[src/rtl/nmbd_pkg.sv]
package nmbd_pkg;

    localparam logic [2:0] DOT_RUN       = 3'd1;
    localparam logic [2:0] DASH_RUN      = 3'd3;
    localparam logic [2:0] ONES_SAT      = 3'd4;
    localparam logic [1:0] CLOSE_GAP     = 2'd3;
    localparam logic [2:0] MAX_CODE      = 3'd4;
    localparam logic [2:0] CODE_OVERFLOW = 3'd5;
    localparam logic [3:0] HEADER_BYTES  = 4'd8;
    localparam logic [3:0] NIB_LEN4_BASE = 4'hE;

    typedef struct packed {
        logic [2:0] ones_run;
        logic [1:0] zeros_run;
        logic [3:0] code_pattern;
        logic [2:0] code_length;
        logic       expect_high;
        logic [3:0] high_half;
        logic       limit_reached;
        logic       have_char;
        logic [7:0] char_value;
    } t_dec_state;

    // Start-of-stream state: everything clear except the high-nibble flag.
    localparam t_dec_state DEC_RESET = t_dec_state'({3'd0, 2'd0, 4'd0, 3'd0, 1'b1,
                                                     4'd0, 1'b0, 1'b0, 8'd0});

    function automatic t_dec_state put_nibble(t_dec_state s, logic [3:0] nib);
        t_dec_state r;
        r = s;
        if (s.expect_high) begin
            r.high_half   = nib;
            r.expect_high = 1'b0;
        end else begin
            if (!s.have_char) begin
                r.have_char  = 1'b1;
                r.char_value = {s.high_half, nib};
            end
            r.expect_high = 1'b1;
        end
        return r;
    endfunction

    function automatic t_dec_state add_element(t_dec_state s, logic dash);
        t_dec_state r;
        r = s;
        if (s.code_length < MAX_CODE) begin
            r.code_pattern = {s.code_pattern[2:0], dash};
            r.code_length  = s.code_length + 3'd1;
        end else begin
            r.code_length = CODE_OVERFLOW;
        end
        return r;
    endfunction

    function automatic t_dec_state close_element(t_dec_state s);
        t_dec_state r;
        r = s;
        if (s.ones_run == DOT_RUN) begin
            r = add_element(s, 1'b0);
        end else if (s.ones_run == DASH_RUN) begin
            r = add_element(s, 1'b1);
        end
        r.ones_run = 3'd0;
        return r;
    endfunction

    function automatic t_dec_state close_code(t_dec_state s);
        t_dec_state r;
        logic [3:0] nib;
        r   = s;
        nib = (4'd1 << s.code_length) - 4'd2 + s.code_pattern;
        if (s.code_length >= 3'd1 && s.code_length <= 3'd3) begin
            r = put_nibble(s, nib);
        end else if (s.code_length == MAX_CODE && s.code_pattern <= 4'd1) begin
            r = put_nibble(s, NIB_LEN4_BASE + s.code_pattern);
        end
        r.code_pattern = 4'd0;
        r.code_length  = 3'd0;
        return r;
    endfunction

    function automatic t_dec_state finish_stream(t_dec_state s);
        t_dec_state r;
        r = close_code(close_element(s));
        r.limit_reached = 1'b1;
        return r;
    endfunction

    function automatic t_dec_state take_bit(t_dec_state s, logic b, logic at_limit);
        t_dec_state r;
        r = s;
        if (!s.limit_reached) begin
            if (b) begin
                r.zeros_run = 2'd0;
                if (s.ones_run < ONES_SAT) begin
                    r.ones_run = s.ones_run + 3'd1;
                end
            end else if (s.ones_run != 3'd0) begin
                r = close_element(s);
                r.zeros_run = 2'd1;
            end else if (s.zeros_run < CLOSE_GAP) begin
                r.zeros_run = s.zeros_run + 2'd1;
                if (r.zeros_run == CLOSE_GAP) begin
                    r = close_code(r);
                end
            end
            if (at_limit) begin
                r = finish_stream(r);
            end
        end
        return r;
    endfunction

endpackage

[src/rtl/nibble_morse_bit_decoder_unit.sv]
// Morse on-off keying decoder for a packed byte stream.
// Input channel (i_valid / o_ready) carries one byte per item plus a flag
// for the final byte. The first eight bytes form a little-endian bit count;
// later bytes are eight data bits each, MSB first. Output channel
// (o_valid / i_ready) carries a decoded byte and, on the item caused by the
// final byte, an end-of-stream flag and status.
// An accepted item is held in an input register and is decoded into the
// result register once that register is empty or being taken. One item
// is taken per cycle while the receiver does not stall; all eight bit
// updates of a byte are done in one pass of logic between the two registers.
// Items that complete no byte and are not final produce no result.
// When the receiver stalls, the result register holds its item and the
// input register holds one more; o_ready then falls until the result is
// taken. Reset empties both registers and returns the decoder to the start
// of a stream, as does the final byte of each stream.
module nibble_morse_bit_decoder_unit (
    input  logic       i_clk,
    input  logic       i_rst_n,
    input  logic       i_valid,
    output logic       o_ready,
    input  logic [7:0] i_data_byte,
    input  logic       i_last_byte,
    output logic       o_valid,
    input  logic       i_ready,
    output logic       o_char_valid,
    output logic [7:0] o_char_value,
    output logic       o_end_of_stream,
    output logic       o_status
);

    logic                 r_in_valid;
    logic [7:0]           r_byte;
    logic                 r_last;
    logic [3:0]           r_hdr_cnt;
    logic [63:0]          r_left;
    nmbd_pkg::t_dec_state r_st;
    logic                 r_out_valid;
    logic                 r_char_valid;
    logic [7:0]           r_char_value;
    logic                 r_eos;
    logic                 r_status;

    logic                 proc_fire;
    logic [3:0]           n_hdr_cnt;
    logic [63:0]          n_left;
    nmbd_pkg::t_dec_state n_st;
    logic                 n_emit;
    logic                 n_status;

    assign proc_fire = r_in_valid && (!r_out_valid || i_ready);
    assign o_ready   = !r_in_valid || proc_fire;

    always_comb begin
        nmbd_pkg::t_dec_state s;
        logic                 hdr_done;
        logic                 le8;
        logic [63:0]          hdr_word;
        hdr_done  = r_hdr_cnt[3];
        le8       = (r_left[63:4] == 60'd0) && (r_left[3:0] <= 4'd8);
        hdr_word  = {56'd0, r_byte} << {r_hdr_cnt[2:0], 3'b000};
        s         = r_st;
        s.have_char  = 1'b0;
        s.char_value = 8'd0;
        n_hdr_cnt = r_hdr_cnt;
        n_left    = r_left;
        if (!hdr_done) begin
            n_hdr_cnt = r_hdr_cnt + 4'd1;
            n_left    = r_left | hdr_word;
            if (n_hdr_cnt == nmbd_pkg::HEADER_BYTES && n_left == 64'd0) begin
                s.limit_reached = 1'b1;
            end
        end else begin
            if (!r_st.limit_reached) begin
                n_left = le8 ? 64'd0 : r_left - 64'd8;
            end
            for (int k = 0; k < 8; k++) begin
                s = nmbd_pkg::take_bit(s, r_byte[7 - k],
                                       le8 && (r_left[3:0] == 4'(k + 1)));
            end
        end
        n_status = !n_hdr_cnt[3];
        if (r_last && !s.limit_reached) begin
            s = nmbd_pkg::finish_stream(s);
        end
        n_st   = s;
        n_emit = s.have_char || r_last;
    end

    always_ff @(posedge i_clk) begin
        if (!i_rst_n) begin
            r_in_valid      <= 1'b0;
            r_out_valid     <= 1'b0;
            r_hdr_cnt       <= 4'd0;
            r_left          <= 64'd0;
            r_st            <= nmbd_pkg::DEC_RESET;
        end else begin
            if (o_ready) begin
                r_in_valid <= i_valid;
            end
            if (proc_fire) begin
                r_out_valid <= n_emit;
            end else if (i_ready) begin
                r_out_valid <= 1'b0;
            end
            if (proc_fire) begin
                if (r_last) begin
                    r_hdr_cnt <= 4'd0;
                    r_left    <= 64'd0;
                    r_st      <= nmbd_pkg::DEC_RESET;
                end else begin
                    r_hdr_cnt <= n_hdr_cnt;
                    r_left    <= n_left;
                    r_st      <= n_st;
                end
            end
        end
    end

    always_ff @(posedge i_clk) begin
        if (o_ready && i_valid) begin
            r_byte <= i_data_byte;
            r_last <= i_last_byte;
        end
        if (proc_fire && n_emit) begin
            r_char_valid <= n_st.have_char;
            r_char_value <= n_st.have_char ? n_st.char_value : 8'd0;
            r_eos        <= r_last;
            r_status     <= r_last && n_status;
        end
    end

    assign o_valid         = r_out_valid;
    assign o_char_valid    = r_char_valid;
    assign o_char_value    = r_char_value;
    assign o_end_of_stream = r_eos;
    assign o_status        = r_status;

endmodule

[config.mk]
export PLATFORM = sky130hd
export DESIGN_NAME = nibble_morse_bit_decoder_unit
export DESIGN_NICKNAME = d
export VERILOG_FILES = /design/src/rtl/nmbd_pkg.sv /design/src/rtl/nibble_morse_bit_decoder_unit.sv
export SDC_FILE = /design/constraint.sdc
export NUM_CORES = 1
export LEC_CHECK = 0
export BUFFER_PORTS_ARGS = -buffer_cell sky130_fd_sc_hd__buf_4
export CAP_MARGIN = 20
export CELL_PAD_IN_SITES_DETAIL_PLACEMENT = 1
export CELL_PAD_IN_SITES_GLOBAL_PLACEMENT = 2
export CORE_ASPECT_RATIO = 1.4
export CORE_MARGIN = 2
export CORE_UTILIZATION = 30
export DETAILED_ROUTE_END_ITERATION = 10
export GPL_ROUTABILITY_DRIVEN = 0
export GPL_TIMING_DRIVEN = 0
export PLACE_DENSITY = 0.74
export SYNTH_ARGS = -nofsm -noshare
export SYNTH_HDL_FRONTEND = slang
export SYNTH_SLANG_ARGS = --single-unit
[constraint.sdc]
create_clock -name i_clk -period 12.7 [get_ports i_clk]
set_clock_uncertainty 0.05 [all_clocks]
set_input_delay 2.54 -clock i_clk [delete_from_list [all_inputs] [get_ports i_clk]]
set_output_delay 2.54 -clock i_clk [all_outputs]
set_load 0.01 [all_outputs]
==> flow_metrics.py <==
metrics = {
    "setup_path": {
        "cpPeakStageDelay_ns": 0.54,
        "crit_path_start_kind": "flop",
        "r2r_setup_slack_ns": 0.24,
        "worstPathMaxFanout": 8,
        "crit_path_end_kind": "flop",
        "cp_slowest_cell": "or4_1",
        "crit_top_cell": "ha_4",
        "cp.required_ns": 12.90,
        "path_class": "flop to flop",
        "worst_ep_arrival_time_ns": 12.65,
    },
    "detailed_routing": {
        "drc": 0,
        "via_per_inst": 6.33,
        "wl_per_cell_um": 27.2,
        "drtPass1Iterations": 5,
        "vias": 29100,
        "wirelength_um": 125000,
        "drt_iter0_drc": 2141,
        "antenna_left": 0,
    },
    "timing": {
        "fmax_mhz": 80.3,
        "holdWs_ns": 0.467,
        "hold_viol": 0,
        "setup-violations-final": 0,
        "relSlewSlack_pct": 22.4,
        "finalMaxSlewViolations": 0,
        "fin_crit_sh_pct": 98.1,
        "setup_slack_ns": 0.243,
        "tightest_slew_ns": 1.16,
        "min_period_ns": 12.46,
        "tns_ns": 0,
    },
    "pwr": {
        "power_frac_seq_pct": 14.4,
        "switchingPower_mw": 1.27,
        "internal-power_mw": 1.21,
        "p_comb_share_pct": 72.7,
        "p_per_area_nw_per_um2": 91.3,
        "switching_share_pct": 51.2,
        "ir_worst_vdd_uv": 65.6,
        "clockPowerShare_pct": 13.0,
        "leakage_nw": 9.67,
    },
    "final_layout": {
        "fin_area_sq_um": 27200,
        "nFillCells": 9878,
        "multi_input_area_sq_um": 20600,
        "layout.nets": 3724,
        "drive_above_1_share_pct": 16.2,
        "area_growth_pct": 16.2,
        "ff_latch_area_sq_um": 2370,
    },
    "yosys": {
        "yosysSeqAreaShare_pct": 10.1,
        "synth_most_common_cell": "nand2_1",
        "postSynthAreaPerCell_sq_um": 6.91,
        "yosysTopAreaCell": "ha_1",
        "synth_nets": 3573,
        "yosysUniqueCellTypes": 150,
        "ys_seq_elements": 108,
        "synth_flop_cell": "dfxtp_1",
        "synthTopCellsByCount": "346 x nand2_1, 316 x nor2_1, 273 x a21oi_1, 249 x o21ai_0, 154 x ha_1",
        "yosys_warnings": 0,
        "synth_area_sq_um": 23400,
        "synth_edf_count": 20,
        "async_flop_share_pct": 0,
        "syn_inst": 3389,
        "synth_area_leaders": "ha_1 8.2%, dfxtp_1 7.5%, a21oi_1 5.8%",
        "synth_top_area_share_pct": 8.23,
    },
    "clock_network": {
        "path_clk_slew_ns": 0.09,
        "clkLatencyLatePin_ns": 0.39,
        "cts_sinks": 108,
        "cts_buffers": 9,
        "cts-htree-levels": 3,
        "root_buffer": "clkbuf_16",
        "cts_max_path_buffers": 2,
        "cts_tree": "done",
    },
    "global_routing": {
        "grt_usage_pct": 30.0,
        "grt_remaining_overflow": 0,
        "first_global_vias": 29100,
        "antenna_found_initial": 0,
        "grt_max_degree": 19,
        "grt_pass1_wl_um": 185000,
    },
    "floorplan": {
        "io-pin-count": 26,
        "core_sq_um": 77500,
        "die_y_um": 334,
        "die-area_sq_um": 80300,
        "row_count": 121,
        "start_util_pct": 30.2,
        "die_w_um": 240,
    },
    "flow_run": {
        "maxCapViolCount": 0,
    },
    "place": {
        "dp_slack_ns": -4.14,
        "port-buffer-count": 25,
        "hpwl_um": 100000,
        "post_dp_cell_area_sq_um": 25000,
    },
    "status": {
        "outcome": "finished clean",
    },
    "worst_hold_path": {
        "hp-class": "flop to flop",
    },
}
==> cells in the final DEF (no fill, tap or decap), types with 23 or more instances in the layout <==
cell type / synthesis / final
and3_1: 52 / 48
o21ai_0: 249 / 238
a21boi_0: 34 / 34
o211ai_1: 42 / 42
a211oi_1: 36 / 33
xnor2_1: 55 / 54
nand2_1: 346 / 337
nand4_1: 47 / 47
buf_4: 6 / 144
or2_2: 24 / 23
o21ai_1: 29 / 32
or3_1: 33 / 30
nand2b_1: 30 / 29
a22oi_1: 60 / 60
o22ai_1: 71 / 70
nor2b_1: 59 / 57
and2_1: 50 / 49
dfxtp_1: 88 / 83
mux2i_1: 38 / 35
o31ai_1: 29 / 23
clkbuf_1: 140 / 126
buf_2: 26 / 24
a21oi_1: 273 / 262
nor4_1: 50 / 48
ha_1: 154 / 138
inv_1: 144 / 132
nor2_1: 316 / 299
a31oi_1: 58 / 51
nor3_1: 117 / 111
nand3_1: 104 / 101
==> critical path, delay by kind of cell, from the launching register on <==
| family | cells | cell delay [ns] |
|---|---|---|
| AO/OA/AOI/OAI | 21 | 3.60 |
| multiplexers | 3 | 0.58 |
| XOR/XNOR | 3 | 0.53 |
| adder cells (fa/ha/maj) | 10 | 2.43 |
| flip-flops | 1 | 0.32 |
| buffers and inverters | 12 | 1.42 |
| AND/OR/NAND/NOR | 18 | 3.35 |
==> layout make-up <==
| cell class | instances | area share, % |
|---|---|---|
| Buffer | 182 | 3.21 |
| Inverter | 157 | 2.21 |
| Tap cell | 1045 | 4.81 |
| Antenna cell | 1 | 0.00920 |
| Multi-Input combinational cell | 2937 | 75.9 |
| Sequential cell | 108 | 8.72 |
| Clock inverter | 4 | 0.198 |
| Clock buffer | 12 | 0.948 |
| Timing Repair Buffer | 145 | 4.04 |
==> path summary, 6_finish.rpt <==
kind | from | end | depth (start not counted)
max | r_left[54]$_SDFFE_PN0P_ | o_char_value[7]$_SDFFCE_PN0P_ | 67
min | r_last$_DFFE_PP_ | o_end_of_stream$_DFFE_PP_ | 0
max reg2reg | r_left[54]$_SDFFE_PN0P_ | o_char_value[7]$_SDFFCE_PN0P_ | 67
min reg2reg | r_last$_DFFE_PP_ | o_end_of_stream$_DFFE_PP_ | 0
==> cell families (layout without fill, tap and decap cells) <==
logic type / after synthesis / count (layout) / share of synthesized area [%]
AOI/OAI and AO/OA: 1274 / 1274 / 38.4
xor gates and xnor gates: 74 / 74 / 3.16
adders and majority gates: 173 / 173 / 9.78
buffers and inverters: 344 / 500 / 5.92
DFF: 108 / 108 / 10.1
muxes: 58 / 58 / 2.79
other: 0 / 1 / 0
and+or+nand+nor: 1358 / 1358 / 29.8
==> timing repair <==
item / 4_1_cts / 5_1_grt
gates cloned: 0 / 0
setup endpoints to repair: 38 / 26
buffers inserted: 46 / 66
pin swaps: 29 / 51
hold buffers: 0 / 0
gates resized for setup: 127 / 115
==> power groups by stage <==
stage | Clock [mW] | Sequential [mW] | Combinational (mW)
3_3_place_gp | 0 | 0.364 | 1.53
4_1_cts | 0.326 | 0.356 | 1.64
6_report | 0.322 | 0.357 | 1.80
5_1_grt | 0.334 | 0.357 | 1.95
3_5_place_dp | 0 | 0.364 | 1.54
2_1_floorplan | 0 | 0.363 | 1.13
==> per-stage QoR <==
stage / utilization, % / instances / power [mW]
global route: 35.1 / 4590 / 2.64
finish: 35.1 / 4591 / 2.48
global placement: 32.2 / 4459 / 1.89
detailed placement: 32.2 / 4464 / 1.91
CTS: 33.8 / 4524 / 2.32
floorplan: - / 3389 / 1.49
==> layer usage <==
metal	share of wire (%)	track usage, %	vias up
li1	-	-	13200
met1	38	33.2	14500
met2	50	54.0	984
met3	4.1	2.43	366
met4	8.1	20.5	0
met5	0	0	-
==> flip-flops by register name, summed over array words and instances (netlist names) <==
name / cells
o_valid: 1
r_last: 1
o_status: 1
o_end_of_stream: 1
r_st: 18
o_char_valid: 1
r_left: 64
r_in_valid: 1
o_char_value: 8
r_hdr_cnt: 4
r_byte: 8
Note: power is estimated with default switching activity, not from simulation.
